`config.mk`:
```
export PLATFORM = sky130hd
export DESIGN_NAME = modular_exponentiation_core
export DESIGN_NICKNAME = d
export VERILOG_FILES = /design/src/rtl/core/mexp_pkg.sv /design/src/rtl/core/mexp_reduce.sv /design/src/rtl/core/mexp_lane.sv /design/src/rtl/core/modular_exponentiation_core.sv
export SDC_FILE = /design/constraint.sdc
export NUM_CORES = 1
export LEC_CHECK = 0
export BUFFER_PORTS_ARGS = -buffer_cell sky130_fd_sc_hd__clkbuf_2
export CORE_ASPECT_RATIO = 1.2
export CORE_MARGIN = 4
export CORE_UTILIZATION = 55
export DETAILED_ROUTE_END_ITERATION = 8
export GPL_ROUTABILITY_DRIVEN = 0
export PLACE_DENSITY = 0.77
export SLEW_MARGIN = 30
export SYNTH_ARGS = -nofsm -noshare
export SYNTH_HDL_FRONTEND = slang
export SYNTH_SLANG_ARGS = --single-unit
```
`constraint.sdc`:
```
create_clock -name clk -period 10.95 [get_ports clk]
set_input_delay 2.19 -clock clk [delete_from_list [all_inputs] [get_ports clk]]
set_output_delay 2.19 -clock clk [all_outputs]
set_load 0.01 [all_outputs]
```
`src/rtl/core/mexp_pkg.sv`:
```
package mexp_pkg;

  localparam int WORD_WIDTH_DEF  = 32;
  localparam int FIELD_WIDTH     = 32;
  localparam int CFG_INDEX_WIDTH = 1;

  localparam logic [CFG_INDEX_WIDTH-1:0] REG_EXPONENT = 1'b0;
  localparam logic [CFG_INDEX_WIDTH-1:0] REG_MODULUS  = 1'b1;

  // Control from the sequencer to a multiplier lane.
  typedef struct packed {
    logic load;
    logic step;
    logic mult_bit;
  } lane_ctl_t;

endpackage

```
`src/rtl/core/mexp_reduce.sv`:
```
// Bit-serial remainder: shifts x in MSB first, one bit per step.
module mexp_reduce #(
  parameter int WORD_WIDTH = mexp_pkg::WORD_WIDTH_DEF
) (
  input  logic                  clk,
  input  logic                  load,
  input  logic                  step,
  input  logic [WORD_WIDTH-1:0] x,
  input  logic [WORD_WIDTH-1:0] m,
  output logic [WORD_WIDTH-1:0] rem
);

  logic [WORD_WIDTH-1:0] xsh;
  logic [WORD_WIDTH-1:0] r;
  logic [WORD_WIDTH:0]   r2;
  logic [WORD_WIDTH+1:0] diff;

  assign r2   = {r, xsh[WORD_WIDTH-1]};
  assign diff = {1'b0, r2} - {2'b00, m};
  assign rem  = r;

  always_ff @(posedge clk) begin
    if (load) begin
      xsh <= x;
      r   <= '0;
    end else if (step) begin
      xsh <= {xsh[WORD_WIDTH-2:0], 1'b0};
      // r < m keeps r2 < 2m, so one conditional subtract suffices
      r   <= diff[WORD_WIDTH+1] ? r2[WORD_WIDTH-1:0] : diff[WORD_WIDTH-1:0];
    end
  end

endmodule

```
`src/rtl/core/mexp_lane.sv`:
```
// Shift-and-add modular multiply lane: acc += a when the multiplier bit
// is set, a doubles mod m every step. Multiplier bits arrive LSB first.
module mexp_lane #(
  parameter int WORD_WIDTH = mexp_pkg::WORD_WIDTH_DEF
) (
  input  logic                  clk,
  input  mexp_pkg::lane_ctl_t   ctl,
  input  logic [WORD_WIDTH-1:0] a_init,
  input  logic [WORD_WIDTH-1:0] m,
  output logic [WORD_WIDTH-1:0] product
);

  logic [WORD_WIDTH-1:0] acc;
  logic [WORD_WIDTH-1:0] a;

  function automatic logic [WORD_WIDTH-1:0] add_mod(
    input logic [WORD_WIDTH-1:0] p,
    input logic [WORD_WIDTH-1:0] q,
    input logic [WORD_WIDTH-1:0] md
  );
    logic [WORD_WIDTH:0]   s;
    logic [WORD_WIDTH+1:0] d;
    s = {1'b0, p} + {1'b0, q};
    d = {1'b0, s} - {2'b00, md};
    return d[WORD_WIDTH+1] ? s[WORD_WIDTH-1:0] : d[WORD_WIDTH-1:0];
  endfunction

  assign product = acc;

  always_ff @(posedge clk) begin
    if (ctl.load) begin
      acc <= '0;
      a   <= a_init;
    end else if (ctl.step) begin
      if (ctl.mult_bit) begin
        acc <= add_mod(acc, a, m);
      end
      a <= add_mod(a, a, m);
    end
  end

endmodule

```
`src/rtl/core/modular_exponentiation_core.sv`:
```
// Modular exponentiation core: power_result = base ^ exponent mod modulus.
// Configuration: write exponent (index 0) and modulus (index 1) through
// cfg_write / cfg_index / cfg_data while the core is idle; both reset to 0.
// Input: a base beat is taken when base_valid is high and base_stall low.
// The core holds one item at a time; base_stall is high while it works.
// Output: one beat per base on power_result / modulus_error, taken when
// result_valid is high and result_stall low. The result sits in an output
// register, so a new base is accepted while an old result is still stalled.
// A zero modulus or a zero exponent skips the computation; otherwise the core
// reduces the base, then runs one multiply pass per exponent bit up to the
// highest set bit. A new base is taken only after the previous item has left
// the core's last state.
// The work is done by the bit-serial remainder and by the two shift-and-add
// multiply lanes, which run side by side for each exponent bit.
// A zero modulus gives modulus_error = 1 with power_result = 0.
// A stalled result holds until taken; a finished item waits in its last
// state until the output register is free. Reset clears all control state
// and both configuration registers.
module modular_exponentiation_core #(
  parameter int WORD_WIDTH = mexp_pkg::WORD_WIDTH_DEF
) (
  input  logic                                 clk,
  input  logic                                 rst,
  input  logic                                 cfg_write,
  input  logic [mexp_pkg::CFG_INDEX_WIDTH-1:0] cfg_index,
  input  logic [mexp_pkg::FIELD_WIDTH-1:0]     cfg_data,
  input  logic                                 base_valid,
  output logic                                 base_stall,
  input  logic [mexp_pkg::FIELD_WIDTH-1:0]     base,
  output logic                                 result_valid,
  input  logic                                 result_stall,
  output logic [mexp_pkg::FIELD_WIDTH-1:0]     power_result,
  output logic                                 modulus_error
);

  localparam int FW    = mexp_pkg::FIELD_WIDTH;
  localparam int CNT_W = $clog2(WORD_WIDTH + 1);

  localparam logic [2:0] ST_IDLE   = 3'd0;
  localparam logic [2:0] ST_REDUCE = 3'd1;
  localparam logic [2:0] ST_INIT   = 3'd2;
  localparam logic [2:0] ST_LOAD   = 3'd3;
  localparam logic [2:0] ST_MUL    = 3'd4;
  localparam logic [2:0] ST_UPDATE = 3'd5;
  localparam logic [2:0] ST_DONE   = 3'd6;

  logic [FW-1:0] exponent;
  logic [FW-1:0] modulus;

  logic [2:0]            state;
  logic [CNT_W-1:0]      cnt;
  logic [WORD_WIDTH-1:0] acc;
  logic [WORD_WIDTH-1:0] sq;
  logic [WORD_WIDTH-1:0] e_work;
  logic [WORD_WIDTH-1:0] bsh;
  logic                  err;

  logic [WORD_WIDTH+FW-1:0] mod_ext;
  logic [WORD_WIDTH+FW-1:0] exp_ext;
  logic [WORD_WIDTH+FW-1:0] base_ext;
  logic [WORD_WIDTH+FW-1:0] acc_ext;
  logic [WORD_WIDTH-1:0]    mod_w;
  logic [WORD_WIDTH-1:0]    exp_w;
  logic [WORD_WIDTH-1:0]    base_w;
  logic [WORD_WIDTH-1:0]    one_mod;
  logic [WORD_WIDTH-1:0]    rem;
  logic [WORD_WIDTH-1:0]    mul_prod;
  logic [WORD_WIDTH-1:0]    sq_prod;
  logic [WORD_WIDTH-1:0]    e_shift;

  logic                base_take;
  logic                out_free;
  logic                last_step;
  mexp_pkg::lane_ctl_t lane_ctl;

  // operands live in the low WORD_WIDTH bits
  assign mod_ext  = {{WORD_WIDTH{1'b0}}, modulus};
  assign exp_ext  = {{WORD_WIDTH{1'b0}}, exponent};
  assign base_ext = {{WORD_WIDTH{1'b0}}, base};
  assign acc_ext  = {{FW{1'b0}}, acc};
  assign mod_w    = mod_ext[WORD_WIDTH-1:0];
  assign exp_w    = exp_ext[WORD_WIDTH-1:0];
  assign base_w   = base_ext[WORD_WIDTH-1:0];
  assign one_mod  = (mod_w == WORD_WIDTH'(1)) ? '0 : WORD_WIDTH'(1);
  assign e_shift  = {1'b0, e_work[WORD_WIDTH-1:1]};

  assign base_stall = (state != ST_IDLE);
  assign base_take  = base_valid && !base_stall;
  assign out_free   = !result_valid || !result_stall;
  assign last_step  = (cnt == CNT_W'(1));

  assign lane_ctl.load     = (state == ST_LOAD);
  assign lane_ctl.step     = (state == ST_MUL);
  assign lane_ctl.mult_bit = bsh[0];

  always_ff @(posedge clk) begin
    if (rst) begin
      exponent <= '0;
      modulus  <= '0;
    end else if (cfg_write) begin
      unique case (cfg_index)
        mexp_pkg::REG_EXPONENT: exponent <= cfg_data;
        mexp_pkg::REG_MODULUS:  modulus  <= cfg_data;
        default: ;
      endcase
    end
  end

  mexp_reduce #(.WORD_WIDTH(WORD_WIDTH)) u_reduce (
    .clk  (clk),
    .load (base_take),
    .step (state == ST_REDUCE),
    .x    (base_w),
    .m    (mod_w),
    .rem  (rem)
  );

  mexp_lane #(.WORD_WIDTH(WORD_WIDTH)) u_lane_mul (
    .clk     (clk),
    .ctl     (lane_ctl),
    .a_init  (acc),
    .m       (mod_w),
    .product (mul_prod)
  );

  mexp_lane #(.WORD_WIDTH(WORD_WIDTH)) u_lane_sq (
    .clk     (clk),
    .ctl     (lane_ctl),
    .a_init  (sq),
    .m       (mod_w),
    .product (sq_prod)
  );

  always_ff @(posedge clk) begin
    if (rst) begin
      state <= ST_IDLE;
      cnt   <= '0;
    end else begin
      unique case (state)
        ST_IDLE: begin
          if (base_take) begin
            if (mod_w == '0) begin
              acc   <= '0;
              err   <= 1'b1;
              state <= ST_DONE;
            end else if (exp_w == '0) begin
              acc   <= WORD_WIDTH'(1);
              err   <= 1'b0;
              state <= ST_DONE;
            end else begin
              err    <= 1'b0;
              e_work <= exp_w;
              cnt    <= CNT_W'(WORD_WIDTH);
              state  <= ST_REDUCE;
            end
          end
        end
        ST_REDUCE: begin
          cnt <= cnt - CNT_W'(1);
          if (last_step) begin
            state <= ST_INIT;
          end
        end
        ST_INIT: begin
          sq    <= rem;
          acc   <= one_mod;
          state <= ST_LOAD;
        end
        ST_LOAD: begin
          bsh   <= sq;
          cnt   <= CNT_W'(WORD_WIDTH);
          state <= ST_MUL;
        end
        ST_MUL: begin
          bsh <= {1'b0, bsh[WORD_WIDTH-1:1]};
          cnt <= cnt - CNT_W'(1);
          if (last_step) begin
            state <= ST_UPDATE;
          end
        end
        ST_UPDATE: begin
          if (e_work[0]) begin
            acc <= mul_prod;
          end
          sq     <= sq_prod;
          e_work <= e_shift;
          state  <= (e_shift == '0) ? ST_DONE : ST_LOAD;
        end
        ST_DONE: begin
          if (out_free) begin
            state <= ST_IDLE;
          end
        end
        default: state <= ST_IDLE;
      endcase
    end
  end

  always_ff @(posedge clk) begin
    if (rst) begin
      result_valid <= 1'b0;
    end else if (state == ST_DONE && out_free) begin
      result_valid <= 1'b1;
    end else if (!result_stall) begin
      result_valid <= 1'b0;
    end
  end

  always_ff @(posedge clk) begin
    if (state == ST_DONE && out_free) begin
      power_result  <= acc_ext[FW-1:0];
      modulus_error <= err;
    end
  end

endmodule

```
### Word level (Yosys, flattened, before mapping)

Index checks and enable logic that the tools add are counted.

| storage, ports and cells | value |
|---|---|
| output and inout port bits | 35 |
| input port bits | 70 |
| register bits after elaboration | 428 |

| operators by class | value |
|---|---|
| equality and inequality tests | 17 |
| reductions and logical operators | 28 |
| bitwise logic cells | 2 |
| add/sub/neg operators | 10 |
| mux-type cells | 38 |

Operators by type and width:

| kind | count |
|---|---|
| two-way mux 32 bit | 18 |
| case mux 32 bit (2 select lines) | 3 |
| subtractor 33 x 32 -> 34 bit | 5 |
| adder 32 x 32 -> 33 bit | 4 |
| logical NOT 32 bit | 3 |
| case mux 32 bit (3 select lines) | 1 |
| == test 32 x 1 -> 1 bit (second input constant) | 1 |
| two-way mux 3 bit | 7 |
| case mux 3 bit (7 select lines) | 1 |
| two-way mux 6 bit | 3 |
| case mux 6 bit (3 select lines) | 1 |
| inequality test 2 bit (second input constant) | 7 |
| AND reduction 2 bit | 5 |
| AND reduction 5 bit | 2 |
| == test 3 bit (second input constant) | 3 |
| nonzero test 3 bit | 3 |
| AND reduction 4 bit | 2 |
| nonzero test 2 bit | 4 |
| == test 3 x 2 -> 1 bit (second input constant) | 2 |
| == test 6 x 1 -> 1 bit (second input constant) | 1 |
| subtractor 6 x 1 -> 6 bit (second input constant) | 1 |
| two-way mux 1 bit | 4 |
| == test 3 x 1 -> 1 bit (second input constant) | 1 |
| logical NOT 1 bit | 3 |
| other kinds (8) | 10 |

### Depth between registers and ports, before layout

Gate-level depths: netlist of the first run.

| depth | value |
|---|---|
| word-level depth | 5 |
| depth in mapped cells | 24 |
| gate-level depth less buffers | 23 |

### Modules after synthesis

A second synthesis of the first run with hierarchy kept.

| unflattened totals | value |
|---|---|
| cell total of the unflattened synthesis | 3406 |
| area, all modules | 30022.5 µm² |

By module, submodules not included:

| module | area an instance (µm²) | cells each | times used |
|---|---|---|---|
| modular_exponentiation_core | 9391.5 | 864 | 1 |
| mexp_lane at u_lane_sq | 8215.4 | 1038 | 1 |
| mexp_lane at u_lane_mul | 7855.0 | 1001 | 1 |
| mexp_reduce | 4560.6 | 503 | 1 |

### Worst setup path after synthesis of the first run

Ideal clock, no wire load.

| path | value |
|---|---|
| path kind | input-to-reg |
| start point | input port rst |
| end point | register acc[0], enable pin |
| stages on the path | 3 |
| data required time | 10476 ps |
| path slack | 5502 ps |
| arrival | 4974 ps |
| path buffers | 2 |
| setup time | 474 ps |
| path through | clkbuf_1 -> clkbuf_1 -> a221oi_1 |

| on the way | value |
|---|---|
| longest elaborated chain between the ends | 2 |

Ends and longest elaborated chain:

| item | line | text |
|---|---|---|
| start, declared | modular_exponentiation_core.sv:23 | `input logic rst,` |
| NOT 1 bit (no line) | -- |  |
| AND reduction 5 bit (no line) | -- |  |
| end signal, assigned | modular_exponentiation_core.sv:166 | `acc <= one_mod;` |
| end signal, assigned | modular_exponentiation_core.sv:183 | `acc <= mul_prod;` |
| end, declared | modular_exponentiation_core.sv:52 | `logic [WORD_WIDTH-1:0] acc;` |

No other way between the ends.
A chain may end at the register's enable or synchronous reset.

### Worst setup path after layout of the first run

| path | value |
|---|---|
| start point | register u_lane_sq.a[0] |
| end point | register u_lane_sq.acc[7], in the netlist u_lane_sq.product[7] |

| on the way | value |
|---|---|
| longest elaborated chain between the ends | 3 |

Ends and longest elaborated chain:

| item | line | text |
|---|---|---|
| start, declared | mexp_lane.sv:14 | `logic [WORD_WIDTH-1:0] a;` |
| start signal, assigned | mexp_lane.sv:33 | `a <= a_init;` |
| start signal, assigned | mexp_lane.sv:38 | `a <= add_mod(a, a, m);` |
| adder 32 x 32 -> 33 bit * | mexp_lane.sv:23 | `s = {1'b0, p} + {1'b0, q};` |
| subtractor 33 x 32 -> 34 bit | mexp_lane.sv:24 | `d = {1'b0, s} - {2'b00, md};` |
| two-way mux 32 bit * | mexp_lane.sv:25 | `return d[WORD_WIDTH+1] ? s[WORD_WIDTH-1:0] : d[WORD_WIDTH-1:0];` |
| end signal, assigned | mexp_lane.sv:36 | `acc <= add_mod(acc, a, m);` |
| end, declared | mexp_lane.sv:13 | `logic [WORD_WIDTH-1:0] acc;` |

Every way passes the cells marked *; elsewhere a longest branch is shown, timed or not.

==> out/results.txt, run 1 <==
I/O pins: 105
Worst path cell trace: ha_1 -> fa_1 -> a21oi_1 -> nor2b_1 -> nor2_1 -> nor2b_1 -> o32a_1 -> a21o_1 -> a21oi_1 -> xnor2_1 -> ha_1 -> and4_1 -> a221oi_1 -> o21ai_0 -> a21o_1 -> a21oi_1 -> nor3_1 -> o221a_2 -> a21oi_4 -> buf_4 -> and3b_1 -> a211oi_1 -> nor3_1
Seq cells post-synth: 428
CP dominant cell by count: a21oi_1
Worst skew pair latency: 0.64 ns
CTS tree: done
Core Util, Final: 60.78%
Post-CTS sizing: 0
Die X: 215.8 µm
Clock power share: 13.9%
Crit-path max FO: 51
Final WL: 75.30 mm
MaxCap Viol Count: 0
Register cell area after layout: 11150 µm²
Int Pwr: 5.989 mW
Core Box Area: 51350 µm²
Wire length per cell: 18.28 µm
Syn_nets: 3648
Period utilisation layout: 53.55%
Fin. Hold Viols: 0
Setup violators final: 0
CP Buf/Inv Count: 1
Clk sinks: 428
Critical Path RT: 11.43 ns
Synthesis Warnings: 0
CTS H-Tree Depth: 2
NetSw: 5.157 mW
Hold-fix buffers, CTS: 0
TritonCTS buffer count: 46
Via/cell ratio: 5.919
Slew @ Worst Pin: 0.9171 ns
Layout cells sized above 1: 7.483%
Post-synth ARST share: 0%
Top_reg_cell synth: edfxtp_1
Comb pwr share: 63.3%
Nets: 3685
Clock Path Buffers: 3
Crit. End Element: flop
Row count: 91
Syn avg cell area: 8.519 µm²
Post-Syn Instances: 3347
Setup crit start kind: flop
Sequential area share after synthesis: 39.11%
Pwr Density: 357.1 nW/µm²
Sw Ratio: 46.27%
CP Class: reg -> reg
Via count: 24380
Antenna Nets Post-Route: 0
Fin crit period: 5.863 ns
Detailed placement HPWL: 52.65 mm
Port bufs: 104
Cell area after synthesis: 28510 µm²
Congestion Overflow GR: 0
Max Fclk: 0.1705 GHz
Post-synth EDFFs: 258
Hold Crit Class: reg -> reg
Clock skew: 0.06035 ns
Slew headroom: 38.86%
P&R area growth vs syn: 9.457%
RSZ-0062 raised after global routing: no
Initial drt markers: 2084
Slew Limit Fails: 0
Seq pwr share: 22.8%
Initial antenna violation count: 0
Critical path's top delay family: compound AO/OA/AOI/OAI gates
Multi-input gate area: 16600 µm²
Post-CTS Setup Bufs: 0
Die span in y: 257.4 µm
CTS root buf: clkbuf_16
Worst IR Drop VDD: 0.2345 mV
Distinct cells, synth: 77
Setup TNS: 0 ns
Worst EP arrival: 6.34 ns
Vias in the first global route: 22900
Initial Util: 55.52%
DIE AREA: 55560 µm²
Slowest stage cell, crit path: buf_4
Fill cells: 4440
Clock Pin Slew Worst Setup and Hold Paths: 0.06 ns
# DRC: 0
Pleak: 12.80 nW
Status: finished, final reports clean
Gr usage total: 26.16%
Pin count of the biggest net entering global routing: 98
Max stage delay on crit path: 0.51 ns
Detailed Routing Iterations Pass 1: 6
Global-route wire length before repair: 118.7 mm
## through the flow
step	instances	hold slack (ns)	setup slack, ns	total power [mW]	instance area [µm²]
after floorplan	3347	0.4003	5.502	8.088	28510
final	4119	0.4237	5.087	11.15	31210
after CTS	4117	0.4312	5.186	11.06	31190
after global routing	4118	0.4303	4.728	12.06	31210
after detailed placement	4032	0.4375	5.187	9.457	29690
after global placement	4030	0.4286	5.329	9.353	29660
## final timing paths
check | slack [ns] | cells past startpoint | to | start
worst max-delay path | 5.09 | 23 | u_lane_sq.product[7] | u_lane_sq.a[0]
worst min register to register | 0.42 | 0 | power_result[25] | acc[25]
worst max register to register | 5.09 | 23 | u_lane_sq.product[7] | u_lane_sq.a[0]
worst min-delay path | 0.42 | 0 | power_result[25] | acc[25]
## logic make-up (layout without fill, tap and decap cells)
logic type	after synthesis	after routing	share of synthesized area (%)
other	0	1	0
buffers and inverters	229	303	3.129
AOI/OAI and AO/OA	957	957	20.72
DFF	428	428	39.11
adders and majority gates	231	231	10.32
and+or+nand+nor	1261	1261	19.05
muxes	58	58	2.054
xor gates and xnor gates	183	183	5.621
## power by group through the flow
stage / combinational (mW) / sequential, mW / clock [mW]
after floorplan: 5.64 / 2.45 / 0
after global placement: 6.80 / 2.55 / 0
after detailed placement: 6.90 / 2.56 / 0
after CTS: 6.95 / 2.53 / 1.57
after global routing: 7.84 / 2.58 / 1.64
final: 7.05 / 2.54 / 1.55
## per-layer routing
metal  up-vias  wire length (µm)  GRT usage, %
li1      12080                 -             -
met1     11400             32820         35.29
met2       778             34650         42.65
met3       127              5229         4.205
met4         0              2605         9.665
met5         -                 0             0
## flip-flops by register name, summed over array words and instances (netlist names)
name / flops
modulus_error: 1
mod_w: 32
state: 3
u_lane_mul.a: 32
u_lane_sq.a: 32
u_reduce.xsh: 32
err: 1
exp_w: 32
power_result: 32
e_work: 32
u_lane_sq.product: 32
sq: 32
result_valid: 1
u_lane_mul.product: 32
acc: 32
u_reduce.rem: 32
bsh: 32
cnt: 6
## synthesized netlist by cell type (all sizes together), types with 85 or more instances
| cell | count | area (µm²) |
|---|---|---|
| nand2 | 682 | 2560 |
| a21oi | 392 | 1973 |
| nor2 | 265 | 994.7 |
| edfxtp | 258 | 7747 |
| ha | 224 | 2803 |
| o21ai | 186 | 938.4 |
| dfxtp | 170 | 3403 |
| clkbuf | 127 | 476.7 |
| a21o | 101 | 758.2 |
| xnor2 | 97 | 849.6 |
| xor2 | 86 | 753.2 |
| inv | 85 | 319.1 |
## cell type report
class / instances / area share (%)
clock buffers: 57 / 3.885
repair buffers: 133 / 2.450
well taps: 697 / 2.794
flip-flops and latches: 428 / 35.73
multi-input cells: 2690 / 53.21
diodes: 1 / 0.008018
clock inverters: 28 / 0.9061
inverters: 85 / 1.022
## cell usage in the layout (no fill, tap or decap), types with 11 or more instances in the layout
master,Yosys,routed
nor2b_1,32,31
o21a_1,39,39
nand3_1,44,43
nand4_1,37,37
nor4_1,22,22
nand2_1,682,679
nor3_1,48,48
o31ai_1,16,16
buf_4,3,25
a211oi_1,42,42
xor2_1,86,86
edfxtp_1,258,258
a31oi_1,31,31
clkbuf_2,0,104
o211ai_1,17,17
nand2b_1,34,34
a21o_1,101,101
a21oi_1,389,386
o21ai_0,180,180
dfxtp_1,170,170
mux2i_1,54,54
nor2_1,265,262
o21bai_1,27,27
and3_1,19,18
ha_1,224,224
or2_2,11,11
inv_1,85,85
clkbuf_16,0,46
xnor2_1,97,97
and2_1,44,42
No activity file was read; power rests on OpenSTA's default activity.
==> run 2, diff against run 1 <==
- clock period: 10.95 -> 5.7 ns (I/O delays scaled with it)
==> out/results.txt, run 2 (synthesized netlist as in run 1, its figures left out) <==
Status: finished, final reports clean
ANT cells: 0
CTS tree: done
CTS root buf: clkbuf_16
Setup TNS: 0 ns
Initial Util: 55.52%
Via/cell ratio: 5.913
Slew headroom: 40.63%
Die span in y: 257.4 µm
Row count: 91
Clock Pin Slew Worst Setup and Hold Paths: 0.07 ns
Critical Path RT: 6.21 ns
Initial antenna violation count: 1
Global-route wire length before repair: 118.7 mm
Pleak: 12.93 nW
Clock skew: 0.06795 ns
I/O pins: 105
Crit-path max FO: 39
P&R area growth vs syn: 10.35%
Fin. Hold Viols: 0
Total power: 21.74 mW
DIE AREA: 55560 µm²
Port bufs: 104
Crit. End Element: flop
Detailed Routing Iterations Pass 1: 6
Congestion Overflow GR: 0
Worst skew pair latency: 0.63 ns
R2R setup slack: 0.28 ns
Antenna Nets Post-Route: 0
CP Class: reg -> reg
Period utilisation layout: 95.01%
Post-CTS Setup Bufs: 0
R2R cell count: 20
Slew Limit Fails: 0
Worst EP arrival: 5.92 ns
Max Fclk: 0.1847 GHz
Most frequent cells in the layout: 679 x nand2_1, 385 x a21oi_1, 261 x nor2_1
MaxCap Viol Count: 0
R2r endpoint: u_lane_mul.product[6]
Via count: 24410
TritonCTS buffer count: 46
CTS H-Tree Depth: 2
Detailed placement HPWL: 52.98 mm
Core Box Area: 51350 µm²
Clk sinks: 428
Setup crit start kind: flop
Vias in the first global route: 23050
Commonest non-fill, non-tap cell in the layout: nand2_1
Die X: 215.8 µm
Hold Crit Class: reg -> reg
Nets: 3694
Initial drt markers: 1873
RSZ-0062 raised after global routing: no
Fin crit period: 5.415 ns
Hold Worst Slack: 0.4472 ns
Final WL: 75.20 mm
Crit path to: u_lane_mul.product[6]
Pwr Density: 690.9 nW/µm²
Setup violators final: 0
Layout cells sized above 1: 7.957%
Wire length per cell: 18.22 µm
CP startpoint: u_lane_mul.a[0]
Clock Path Buffers: 3
Pin count of the biggest net entering global routing: 74
# DRC: 0
Worst IR Drop VDD: 0.4296 mV
Gr usage total: 26.09%
RR Startpoint: u_lane_mul.a[0]
Slew @ Worst Pin: 0.8905 ns
## run 2: per-stage QoR
step	cell area, µm²	setup slack [ns]	std cells	utilization (%)
after global placement	29740	0.3572	4037	57.91
after CTS	31410	0.2116	4127	61.17
final	31460	0.2847	4128	61.27
after detailed placement	29810	0.2874	4041	58.06
after floorplan	28510	0.8454	3347	-
after global routing	31460	0.02396	4128	61.27
## run 2: how the worst min path moves through the flow
stage	to	slack, ns	depth (start not counted)	from
detailed placement	power_result[19]	0.43	0	acc[19]
floorplan	modulus_error	0.40	0	err
finish	power_result[5]	0.45	0	acc[5]
CTS	power_result[5]	0.45	0	acc[5]
global placement	power_result[22]	0.43	0	acc[22]
global route	power_result[5]	0.45	0	acc[5]
## run 2: layer usage
layer	vias up	GRT usage, %	wire length, µm
li1	12100	-	-
met1	11340	34.10	31860
met2	785	42.09	33920
met3	186	5.551	5863
met4	2	11.04	3536
met5	-	0	16
## run 2: cell type report
type,instances,area [µm²]
Inverter,85,319.1
Sequential cell,428,11150
Clock inverter,22,304.0
Multi-Input combinational cell,2690,16650
Tap cell,697,872.1
Clock buffer,64,1294
Timing Repair Buffer,142,878.3
Fill cell,4404,19890
## run 2: critical path: stages (launching register included)
cell      delay (ns)
edfxtp_1        0.45
ha_1            0.26
fa_1            0.40
a21o_1          0.19
a221o_1         0.37
o22ai_2         0.27
o31ai_1         0.16
a31oi_1         0.33
o21ai_0         0.25
a31oi_1         0.29
o21ai_0         0.17
xnor2_1         0.25
ha_1            0.35
a21oi_1         0.22
o21bai_1        0.09
a21oi_1         0.14
o21a_1          0.23
o221ai_4        0.17
buf_12          0.22
mux2i_1         0.15
a211oi_1        0.31
## run 2: what timing repair did
item,4_1_cts,5_1_grt
endpoints found under the setup margin,0,20
resized for setup,0,6
hold buffers,0,0
## run 2: report_power, final
| group | total [mW] | leakage (nW) | switching [mW] | internal [mW] |
|---|---|---|---|---|
| registers | 4.89 | 3.79 | 0.579 | 4.31 |
| clock network | 3.13 | 0.770 | 1.33 | 1.80 |
| logic | 13.7 | 8.36 | 8.02 | 5.70 |
| total | 21.7 | 12.9 | 9.93 | 11.8 |
